$ cat src/hw/rtl/evcp_pkg.sv
// Shared types, constants and the duty table of the charge pilot controller.
`default_nettype none

package evcp_pkg;

  // Payload field widths.
  localparam int unsigned PilotW   = 3;
  localparam int unsigned CableW   = 2;
  localparam int unsigned TimeW    = 32;
  localparam int unsigned DutyW    = 7;
  localparam int unsigned StateW   = 3;

  // Configuration register widths and port layout.
  localparam int unsigned AmpsW    = 8;
  localparam int unsigned TimeoutW = 16;
  localparam int unsigned CfgIdxW  = 2;
  localparam int unsigned CfgDataW = 16;

  typedef logic [CfgIdxW-1:0] cfg_idx_t;

  // Configuration register indexes.
  localparam cfg_idx_t CfgMaxAmps = cfg_idx_t'(0);
  localparam cfg_idx_t CfgOutdoor = cfg_idx_t'(1);
  localparam cfg_idx_t CfgTimeout = cfg_idx_t'(2);

  // Configuration reset values.
  localparam logic [AmpsW-1:0]    MaxAmpsRst = AmpsW'(16);
  localparam logic [TimeoutW-1:0] TimeoutRst = TimeoutW'(5000);

  // Classified pilot levels; every other code is a fault.
  typedef logic [PilotW-1:0] pilot_t;
  localparam pilot_t PilotLv12 = pilot_t'(0);
  localparam pilot_t PilotLv9  = pilot_t'(1);
  localparam pilot_t PilotLv6  = pilot_t'(2);
  localparam pilot_t PilotLv3  = pilot_t'(3);

  // Cable classes; every other code means no cable coding.
  typedef logic [CableW-1:0] cable_t;
  localparam cable_t Cable13A = cable_t'(0);
  localparam cable_t Cable20A = cable_t'(1);

  // Current limits in amperes.
  localparam int unsigned CapAmps13  = 13;
  localparam int unsigned CapAmps20  = 20;
  localparam int unsigned CapAmps32  = 32;
  localparam int unsigned MinAmps    = 6;
  localparam int unsigned FloorAmps  = 4;
  localparam int unsigned AmpsIdxW   = $clog2(CapAmps32 + 1);

  // Duty arithmetic constants.
  localparam int unsigned DutyMul    = 1540;
  localparam int unsigned DutyOfs    = 1500;
  localparam int unsigned DutyDiv    = 1000;
  localparam int unsigned DutyLowLim = 10;
  localparam logic [DutyW-1:0] DutyHigh = DutyW'(100);

  typedef logic [DutyW-1:0] duty_lut_t [0:CapAmps32];

  // Duty percent for every announced current, built at elaboration.
  function automatic duty_lut_t build_duty_lut();
    duty_lut_t lut;
    for (int i = 0; i <= CapAmps32; i++) begin
      lut[i] = DutyW'((DutyMul * i + DutyOfs) / DutyDiv);
    end
    return lut;
  endfunction

  localparam duty_lut_t DutyLut = build_duty_lut();

endpackage

`default_nettype wire

$ cat src/hw/rtl/evcp_in_if.sv
// Valid/ready channel that carries one pilot tick.
`default_nettype none

interface evcp_in_if;
  logic                         valid;
  logic                         ready;
  logic [evcp_pkg::PilotW-1:0]  pilot_level;
  logic [evcp_pkg::CableW-1:0]  cable_limit;
  logic [evcp_pkg::TimeW-1:0]   now_ms;

  modport source (output valid, output pilot_level, output cable_limit, output now_ms,
                  input ready);
  modport sink (input valid, input pilot_level, input cable_limit, input now_ms,
                output ready);
endinterface

`default_nettype wire

$ cat src/hw/rtl/evcp_out_if.sv
// Valid/ready channel that carries one pilot controller result.
`default_nettype none

interface evcp_out_if;
  logic                         valid;
  logic                         ready;
  logic [evcp_pkg::DutyW-1:0]   duty_percent;
  logic                         contactor_closed;
  logic [evcp_pkg::StateW-1:0]  station_state;

  modport source (output valid, output duty_percent, output contactor_closed,
                  output station_state, input ready);
  modport sink (input valid, input duty_percent, input contactor_closed,
                input station_state, output ready);
endinterface

`default_nettype wire

$ cat src/hw/rtl/ev_charge_pilot_state_machine.sv
// Control pilot state machine of an EV charge point: top level.
`default_nettype none

// Channel   Dir  Payload                                        Beat taken when
// in_if     in   pilot_level, cable_limit, now_ms               valid && ready
// out_if    out  duty_percent, contactor_closed, station_state  valid && ready
// cfg       in   cfg_idx_i, cfg_wdata_i                         cfg_we_i
//
// A beat is captured in the input register and its result is registered in the
// output register once that register is free or drains; the sustained rate is
// one beat per cycle while the output side does not stall. The charger state and
// timer update in the same edge that moves a beat into the output register. The
// input side stays ready while the output register holds a waiting result, as
// long as the input register can move on. Reset returns to state A with the timer
// idle and the configuration registers at their defaults.

module ev_charge_pilot_state_machine (
  input  wire logic                      clk_i,
  input  wire logic                      rst_ni,
  input  wire logic                      cfg_we_i,
  input  wire evcp_pkg::cfg_idx_t        cfg_idx_i,
  input  wire logic [evcp_pkg::CfgDataW-1:0] cfg_wdata_i,
  evcp_in_if.sink                        in_if,
  evcp_out_if.source                     out_if
);
  import evcp_pkg::*;

  typedef enum logic [StateW-1:0] {
    StA = 3'd0,
    StB = 3'd1,
    StC = 3'd2,
    StD = 3'd3,
    StF = 3'd4
  } state_e;

  // Configuration registers.
  logic [AmpsW-1:0]    max_amps_q;
  logic                outdoor_q;
  logic [TimeoutW-1:0] timeout_q;

  // Charger state and the start time of a low duty period (zero when idle).
  state_e              state_q, state_d;
  logic [TimeW-1:0]    since_q, since_d;

  // Input register.
  logic                s1_valid_q;
  pilot_t              lvl_q;
  cable_t              cable_q;
  logic [TimeW-1:0]    now_q;

  // Output register.
  logic                out_valid_q;
  logic [DutyW-1:0]    duty_q, duty_d;
  logic                closed_q, closed_d;

  logic                s1_adv;
  logic [AmpsW-1:0]    cap;
  logic [AmpsW-1:0]    amps;
  logic [DutyW-1:0]    pct;
  logic                low_duty;
  logic [TimeW-1:0]    elapsed;
  logic                forced;

  // The input register moves on when the output register is free or drains.
  assign s1_adv      = s1_valid_q && (!out_valid_q || out_if.ready);
  assign in_if.ready = !s1_valid_q || s1_adv;

  always_ff @(posedge clk_i or negedge rst_ni) begin
    if (!rst_ni) begin
      max_amps_q <= MaxAmpsRst;
      outdoor_q  <= 1'b0;
      timeout_q  <= TimeoutRst;
    end else if (cfg_we_i) begin
      case (cfg_idx_i)
        CfgMaxAmps: max_amps_q <= cfg_wdata_i[AmpsW-1:0];
        CfgOutdoor: outdoor_q  <= cfg_wdata_i[0];
        CfgTimeout: timeout_q  <= cfg_wdata_i[TimeoutW-1:0];
        default: ;
      endcase
    end
  end

  // Announced current: the user limit clamped by the cable class, with
  // anything under the minimum announced as the floor current.
  always_comb begin
    case (cable_q)
      Cable13A: cap = AmpsW'(CapAmps13);
      Cable20A: cap = AmpsW'(CapAmps20);
      default:  cap = AmpsW'(CapAmps32);
    endcase
    amps = (max_amps_q > cap) ? cap : max_amps_q;
    if (amps < AmpsW'(MinAmps)) begin
      amps = AmpsW'(FloorAmps);
    end
  end

  assign pct      = DutyLut[amps[AmpsIdxW-1:0]];
  assign low_duty = pct < DutyW'(DutyLowLim);
  assign elapsed  = now_q - since_q;

  // Next state, timer and outputs for the beat in the input register.
  always_comb begin
    state_d  = state_q;
    since_d  = since_q;
    duty_d   = DutyHigh;
    closed_d = 1'b0;
    forced   = 1'b0;
    case (state_q)
      StA: begin
        state_d = (low_duty || lvl_q == PilotLv12) ? StA : StB;
      end
      StB: begin
        case (lvl_q)
          PilotLv12: state_d = StA;
          PilotLv9:  duty_d = pct;
          PilotLv6: begin
            duty_d  = pct;
            state_d = StC;
          end
          PilotLv3: begin
            duty_d  = pct;
            state_d = StD;
          end
          default:   state_d = StF;
        endcase
      end
      StC, StD: begin
        // The low duty timer runs while the announced duty is under the
        // digital-communication threshold; a start at time zero stays idle.
        if (low_duty) begin
          if (since_q == '0) begin
            since_d = now_q;
          end else if (elapsed > TimeW'(timeout_q)) begin
            forced = 1'b1;
          end
        end else begin
          since_d = '0;
        end
        if (forced) begin
          state_d = StA;
          since_d = '0;
        end else begin
          case (lvl_q)
            PilotLv12: begin
              state_d = StA;
              since_d = '0;
            end
            PilotLv9: begin
              duty_d  = pct;
              state_d = StB;
              since_d = '0;
            end
            PilotLv6: begin
              duty_d   = pct;
              closed_d = 1'b1;
              state_d  = StC;
            end
            PilotLv3: begin
              // Ventilation requested: only an outdoor site may charge.
              if (outdoor_q) begin
                duty_d   = pct;
                closed_d = 1'b1;
              end
              state_d = StD;
            end
            default: begin
              state_d = StF;
              since_d = '0;
            end
          endcase
        end
      end
      default: begin
        state_d = (lvl_q == PilotLv12) ? StA : StF;
      end
    endcase
  end

  always_ff @(posedge clk_i or negedge rst_ni) begin
    if (!rst_ni) begin
      s1_valid_q  <= 1'b0;
      out_valid_q <= 1'b0;
      state_q     <= StA;
      since_q     <= '0;
    end else begin
      if (in_if.ready) begin
        s1_valid_q <= in_if.valid;
      end
      if (s1_adv) begin
        out_valid_q <= 1'b1;
        state_q     <= state_d;
        since_q     <= since_d;
      end else if (out_if.ready) begin
        out_valid_q <= 1'b0;
      end
    end
  end

  always_ff @(posedge clk_i) begin
    if (in_if.valid && in_if.ready) begin
      lvl_q   <= in_if.pilot_level;
      cable_q <= in_if.cable_limit;
      now_q   <= in_if.now_ms;
    end
    if (s1_adv) begin
      duty_q   <= duty_d;
      closed_q <= closed_d;
    end
  end

  assign out_if.valid            = out_valid_q;
  assign out_if.duty_percent     = duty_q;
  assign out_if.contactor_closed = closed_q;
  assign out_if.station_state    = state_q;

  // The contactor is only closed while charging or ventilating.
  a_contactor_state : assert property (@(posedge clk_i) disable iff (!rst_ni)
    out_if.valid && out_if.contactor_closed |->
      (out_if.station_state == StC || out_if.station_state == StD))
    else $error("contactor closed outside states C and D");

  // Duty is either steady high or a value from the current table.
  a_duty_range : assert property (@(posedge clk_i) disable iff (!rst_ni)
    out_if.valid |-> (out_if.duty_percent == DutyHigh ||
                      out_if.duty_percent <= DutyW'(CapAmps32 + 18)))
    else $error("duty percent out of range");

  // The low duty timer only runs in states C and D.
  a_timer_state : assert property (@(posedge clk_i) disable iff (!rst_ni)
    since_q != '0 |-> (state_q == StC || state_q == StD))
    else $error("low duty timer running outside states C and D");

  // An empty input register never stalls the input side.
  a_ready_free : assert property (@(posedge clk_i) disable iff (!rst_ni)
    !s1_valid_q |-> in_if.ready)
    else $error("input stalled with an empty input register");

endmodule

`default_nettype wire

$ cat src/flat_wrapper.sv
// flat-port wrapper written by rule: the top's interface ports become plain ports
module ev_charge_pilot_state_machine_flat import evcp_pkg::*;
  (clk_i, rst_ni, cfg_we_i, cfg_idx_i, cfg_wdata_i, in_if_valid, in_if_pilot_level, in_if_cable_limit, in_if_now_ms, in_if_ready, out_if_valid, out_if_duty_percent, out_if_contactor_closed, out_if_station_state, out_if_ready);
  evcp_in_if in_if_i ();
  evcp_out_if out_if_i ();
  input  wire logic clk_i;
  input  wire logic rst_ni;
  input  wire logic cfg_we_i;
  input  wire evcp_pkg::cfg_idx_t cfg_idx_i;
  input  wire logic [evcp_pkg::CfgDataW-1:0] cfg_wdata_i;
  input wire logic [$bits(in_if_i.valid)-1:0] in_if_valid;
  input wire logic [$bits(in_if_i.pilot_level)-1:0] in_if_pilot_level;
  input wire logic [$bits(in_if_i.cable_limit)-1:0] in_if_cable_limit;
  input wire logic [$bits(in_if_i.now_ms)-1:0] in_if_now_ms;
  output wire logic [$bits(in_if_i.ready)-1:0] in_if_ready;
  output wire logic [$bits(out_if_i.valid)-1:0] out_if_valid;
  output wire logic [$bits(out_if_i.duty_percent)-1:0] out_if_duty_percent;
  output wire logic [$bits(out_if_i.contactor_closed)-1:0] out_if_contactor_closed;
  output wire logic [$bits(out_if_i.station_state)-1:0] out_if_station_state;
  input wire logic [$bits(out_if_i.ready)-1:0] out_if_ready;
  assign in_if_i.valid = in_if_valid;
  assign in_if_i.pilot_level = in_if_pilot_level;
  assign in_if_i.cable_limit = in_if_cable_limit;
  assign in_if_i.now_ms = in_if_now_ms;
  assign in_if_ready = in_if_i.ready;
  assign out_if_valid = out_if_i.valid;
  assign out_if_duty_percent = out_if_i.duty_percent;
  assign out_if_contactor_closed = out_if_i.contactor_closed;
  assign out_if_station_state = out_if_i.station_state;
  assign out_if_i.ready = out_if_ready;
  ev_charge_pilot_state_machine u_core (.clk_i(clk_i), .rst_ni(rst_ni), .cfg_we_i(cfg_we_i), .cfg_idx_i(cfg_idx_i), .cfg_wdata_i(cfg_wdata_i), .in_if(in_if_i), .out_if(out_if_i));
endmodule
$ cat config.mk
export PLATFORM = sky130hd
export DESIGN_NAME = ev_charge_pilot_state_machine_flat
export DESIGN_NICKNAME = d
export VERILOG_FILES = /design/src/hw/rtl/evcp_pkg.sv /design/src/hw/rtl/evcp_in_if.sv /design/src/hw/rtl/evcp_out_if.sv /design/src/hw/rtl/ev_charge_pilot_state_machine.sv /design/src/flat_wrapper.sv
export SDC_FILE = /design/constraint.sdc
export NUM_CORES = 1
export LEC_CHECK = 0
export BUFFER_PORTS_ARGS = -buffer_cell sky130_fd_sc_hd__buf_4
export CORE_ASPECT_RATIO = 1.1
export CORE_UTILIZATION = 48
export CTS_BUF_LIST = sky130_fd_sc_hd__clkbuf_4 sky130_fd_sc_hd__clkbuf_8
export CTS_CLUSTER_DIAMETER = 30
export DETAILED_ROUTE_END_ITERATION = 16
export PLACE_DENSITY_LB_ADDON = 0.12
export SLEW_MARGIN = 20
export SYNTH_ARGS = -nofsm -noshare
export SYNTH_HDL_FRONTEND = slang
export SYNTH_SLANG_ARGS = --single-unit
$ cat constraint.sdc
create_clock -name clk_i -period 5.2 [get_ports clk_i]
set_clock_uncertainty 0.2 [all_clocks]
set_input_delay 1.56 -clock clk_i [delete_from_list [all_inputs] [get_ports clk_i]]
set_output_delay 1.56 -clock clk_i [all_outputs]
set_load 0.05 [all_outputs]
==> results by group <==
Run status
  • Outcome: finished clean

Cells and area
  • Non-Filler Instances: 1,039
  • Ant. Diodes: 0
  • Layout cells sized above 1: 0.205
  • Core Util, Final: 0.564
  • Fin nets: 955
  • Fillers: 1,380
  • Area grow syn2layout: 14.4%

Min path
  • Min-Delay Path Class: reg -> reg
  • Hold Crit Start: u_core.timeout_q[13]
  • Hold path depth: 1
  • Hold Path End: u_core.timeout_q[13]

Global routing
  • Total Routing Usage GR: 0.244
  • Vias in the first global route: 6,159
  • Initial antenna violation count: 0
  • First-pass GRT wire length: 30,600 µm
  • GRT overflow: 0
  • Largest net degree at the start of global routing: 63

Yosys
  • Adder-cell share of the synthesized area: 0.0971
  • Post-Syn Area: 7420 µm²
  • Multiplexer area fraction after synthesis: 0.0923
  • Synth Flop Type: dfrtp_1
  • Seq/Total Area, Yosys: 0.392
  • Post-synth EDFFs: 45
  • Compound-Gate Fraction of Synth Area: 0.188
  • Async set-or-reset flop fraction in the synthesized netlist: 0.579
  • Syn Nets: 877
  • Yosys reg bits: 107
  • Synth Instances: 760
  • Synth Area in XOR/XNOR: 0.0260
  • Synth warn: 0
  • Area share of and/or/nand/nor cells after synthesis: 0.156
  • Post-Syn Area per Cell: 9.77 µm²
  • Distinct cells, synth: 81
  • Largest family of logic cells by synthesized area: compound AO/OA/AOI/OAI gates

Route
  • Via count: 6,224
  • Drt drc: 0
  • DR WL/cell: 18.4 µm
  • Vias/cell: 5.99
  • Post-Route WL: 19,100 µm
  • Post-route ant nets: 0
  • Initial DRC count: 337
  • DRT Pass-1 Iters: 5

Place
  • RePlAce Congestion: 0.939
  • Setup WS pre-CTS: 0.0402 ns
  • DP HPWL: 14,500 µm
  • Port Buffers: 72
  • Placed Instances: 1,018

Critical path
  • Top cell family by delay on the critical path: compound AO/OA/AOI/OAI gates
  • CP startpoint kind: register
  • Crit path arrival time: 4.96 ns
  • Worst Setup Path Type: reg -> reg
  • Crit-path cells: inv_1 -> ha_1 -> inv_1 -> fa_2 -> a21o_1 -> a221o_1 -> a21o_1 -> nand3_2 -> nor2b_4 -> ha_1 -> a21o_1 -> a221o_1 -> a221oi_2 -> a21oi_2 -> nor4_2 -> nand4_1 -> o41ai_4 -> buf_4 -> a211oi_4 -> o31a_1
  • Worst path required time: 5.15 ns
  • Critical R2R Capture: u_core.out_if.duty_percent[2]
  • Reg2reg setup slack: 0.19 ns
  • FF-to-FF Start: u_core.now_q[0]
  • R2R cell count: 20
  • Max stage delay on crit path: 0.40 ns
  • Buffer and inverter count on the worst path: 3
  • Slowest cell on the critical path: edfxtp_1
  • Largest fanout on the critical path: 9
  • Cell repeated most along the worst path: a21o_1
  • CP Capture Type: register

Timing
  • Worst slew margin: 0.372
  • Worst-margin pin slew: 0.942 ns
  • Time the worst path needs with I/O delays and setup: 5.01 ns
  • Slew Limit Fails: 0
  • Final period util: 0.964
  • Final worst setup slack: 0.189 ns
  • Hold WS: 0.318 ns
  • Fmax: 0.200 GHz
  • Final Hold Fails: 0
  • Final setup viols: 0

Power
  • Pwr/cell area: 457 nW/µm²
  • Switching pwr: 0.00177 W
  • Switch share: 0.455
  • Total power: 0.00388 W
  • P_int: 0.00212 W
  • Leakage power: 3.45 nW
  • Clk pwr share: 0.125
  • Comb pwr share: 0.567
  • Sequential power share: 0.308
  • Worst vdd ir: 0.000237 V

Floorplan
  • FP Rows: 47
  • Initial Util: 0.493
  • Chip height: 132 µm
  • Core area: 15,100 µm²
  • Die Span X: 121 µm
  • Io pins: 73
  • Die area: 16,000 µm²

Clock network
  • Worst skew pair latency: 0.40 ns
  • Deepest clock path buffer count: 2
  • Clk sinks: 107
  • CTS root buf: clkbuf_8
  • Total CTS buffers: 9
  • CTS tree: yes
  • # H-tree levels: 3
  • Worst-path clk slew: 0.11 ns

Job
  • MaxCap Viol Count: 0
cells by family (layout without fill, tap and decap cells):
logic type,count (synthesis),after routing
AOI/OAI and AO/OA,202,202
xor gates and xnor gates,22,22
adders and majority gates,57,57
buffers and inverters,88,171
DFF,107,107
muxes,64,64
and+or+nand+nor,220,220
layer usage:
layer / track usage / share of wire / routed length [µm] / up-vias
li1: - / - / - / 2980
met1: 0.318 / 0.44 / 8360 / 3015
met2: 0.413 / 0.49 / 9370 / 199
met3: 0.0332 / 0.050 / 954 / 30
met5: 0 / 0 / 0 / -
met4: 0.0864 / 0.023 / 431 / 0
registers in the layout, summed over array words and instances (netlist names), 2 cells and up:
name / cells
u_core.lvl_q: 3
u_core.cable_q: 2
u_core.max_amps_q: 8
u_core.now_q: 32
u_core.since_q: 32
u_core.out_if.duty_percent: 7
u_core.out_if.station_state: 3
u_core.timeout_q: 16
Yosys cell counts, drive strengths merged, types with 3 or more instances:
cell type / n / share of area
a21o: 17 / 0.017
o21ai: 42 / 0.029
edfxtp: 45 / 0.18
o22ai: 5 / 0.0042
a21oi: 53 / 0.036
mux2i: 38 / 0.053
or2: 3 / 0.0025
nor2: 38 / 0.019
inv: 63 / 0.032
ha: 56 / 0.094
xor2: 11 / 0.013
nand2b: 11 / 0.0093
dfstp: 6 / 0.021
o211ai: 8 / 0.0081
clkbuf: 11 / 0.0056
or3: 6 / 0.0051
nand3: 42 / 0.028
o21bai: 3 / 0.0030
nand3b: 3 / 0.0030
dfrtp: 56 / 0.19
a21boi: 4 / 0.0040
nor3: 12 / 0.0081
o31a: 3 / 0.0035
a311oi: 4 / 0.0056
a221oi: 5 / 0.0091
a31oi: 14 / 0.013
nor4: 15 / 0.016
a211oi: 10 / 0.013
nand2: 51 / 0.026
nand4: 15 / 0.013
nor2b: 4 / 0.0034
buf: 14 / 0.011
and2: 3 / 0.0025
xnor2: 11 / 0.013
o21a: 10 / 0.010
and3: 5 / 0.0042
o21ba: 3 / 0.0040
nor3b: 3 / 0.0030
a22oi: 4 / 0.0040
mux2: 26 / 0.039
layout by cell type, fill, tap and decap left out, types with 37 or more instances in the layout:
cell type / count
nand2_1: 50
dfrtp_1: 56
inv_1: 62
o21ai_0: 38
edfxtp_1: 45
nand3_1: 41
ha_1: 56
mux2i_1: 37
nor2_1: 38
buf_4: 90
a21oi_1: 50
worst register-to-register path, delay by kind of cell (launching register included):
| kind | cells | cell delay, ns |
|---|---|---|
| buffers and inverters | 3 | 0.33 |
| AO/OA/AOI/OAI | 10 | 2.33 |
| flip-flops | 1 | 0.40 |
| AND/OR/NAND/NOR | 4 | 0.77 |
| adder cells (fa/ha/maj) | 3 | 0.74 |
power by group through the flow:
| stage | combinational, W | sequential, W | clock, W |
|---|---|---|---|
| 6_report | 0.00220 | 0.00120 | 0.000487 |
| 2_1_floorplan | 0.00153 | 0.00121 | 0 |
| 3_3_place_gp | 0.00206 | 0.00120 | 0 |
| 5_1_grt | 0.00241 | 0.00122 | 0.000534 |
| 4_1_cts | 0.00212 | 0.00119 | 0.000501 |
| 3_5_place_dp | 0.00211 | 0.00121 | 0 |
how the worst max path moves through the flow:
| stage | from | to | slack (ns) | cells after the start |
|---|---|---|---|---|
| 3_3_place_gp | u_core.now_q[0] | u_core.since_q[0] | 0.21 | 20 |
| 2_1_floorplan | u_core.now_q[0] | u_core.out_if.duty_percent[2] | 0.50 | 19 |
| 3_5_place_dp | u_core.now_q[0] | u_core.since_q[6] | 0.04 | 20 |
| 6_report | u_core.now_q[0] | u_core.out_if.duty_percent[2] | 0.19 | 20 |
| 4_1_cts | u_core.now_q[0] | u_core.since_q[6] | 0.008 | 20 |
| 5_1_grt | u_core.now_q[0] | u_core.out_if.duty_percent[2] | -0.04 | 20 |
through the flow:
step | instance area [µm²] | setup TNS (ns)
floorplan | 7420 | 0
global placement | 8220 | 0
detailed placement | 8220 | 0
CTS | 8390 | 0
global route | 8490 | -0.0953
finish | 8490 | 0
cell type report:
| class | count | area [µm²] | share of cell area |
|---|---|---|---|
| Clock buffer | 10 | 131 | 0.0155 |
| Multi-Input combinational cell | 565 | 4220 | 0.497 |
| Clock inverter | 6 | 40.0 | 0.00471 |
| Timing Repair Buffer | 92 | 711 | 0.0837 |
| Sequential cell | 107 | 2910 | 0.343 |
| Tap cell | 196 | 245 | 0.0289 |
| Inverter | 63 | 236 | 0.0278 |
repair_timing:
action / CTS / global route
endpoints found under the hold margin: 0 / 0
setup endpoints to repair: 0 / 41
gates resized for setup: 0 / 15
setup buffers: 0 / 5
hold buffers: 0 / 0
Power figures use the tool's default switching activity.
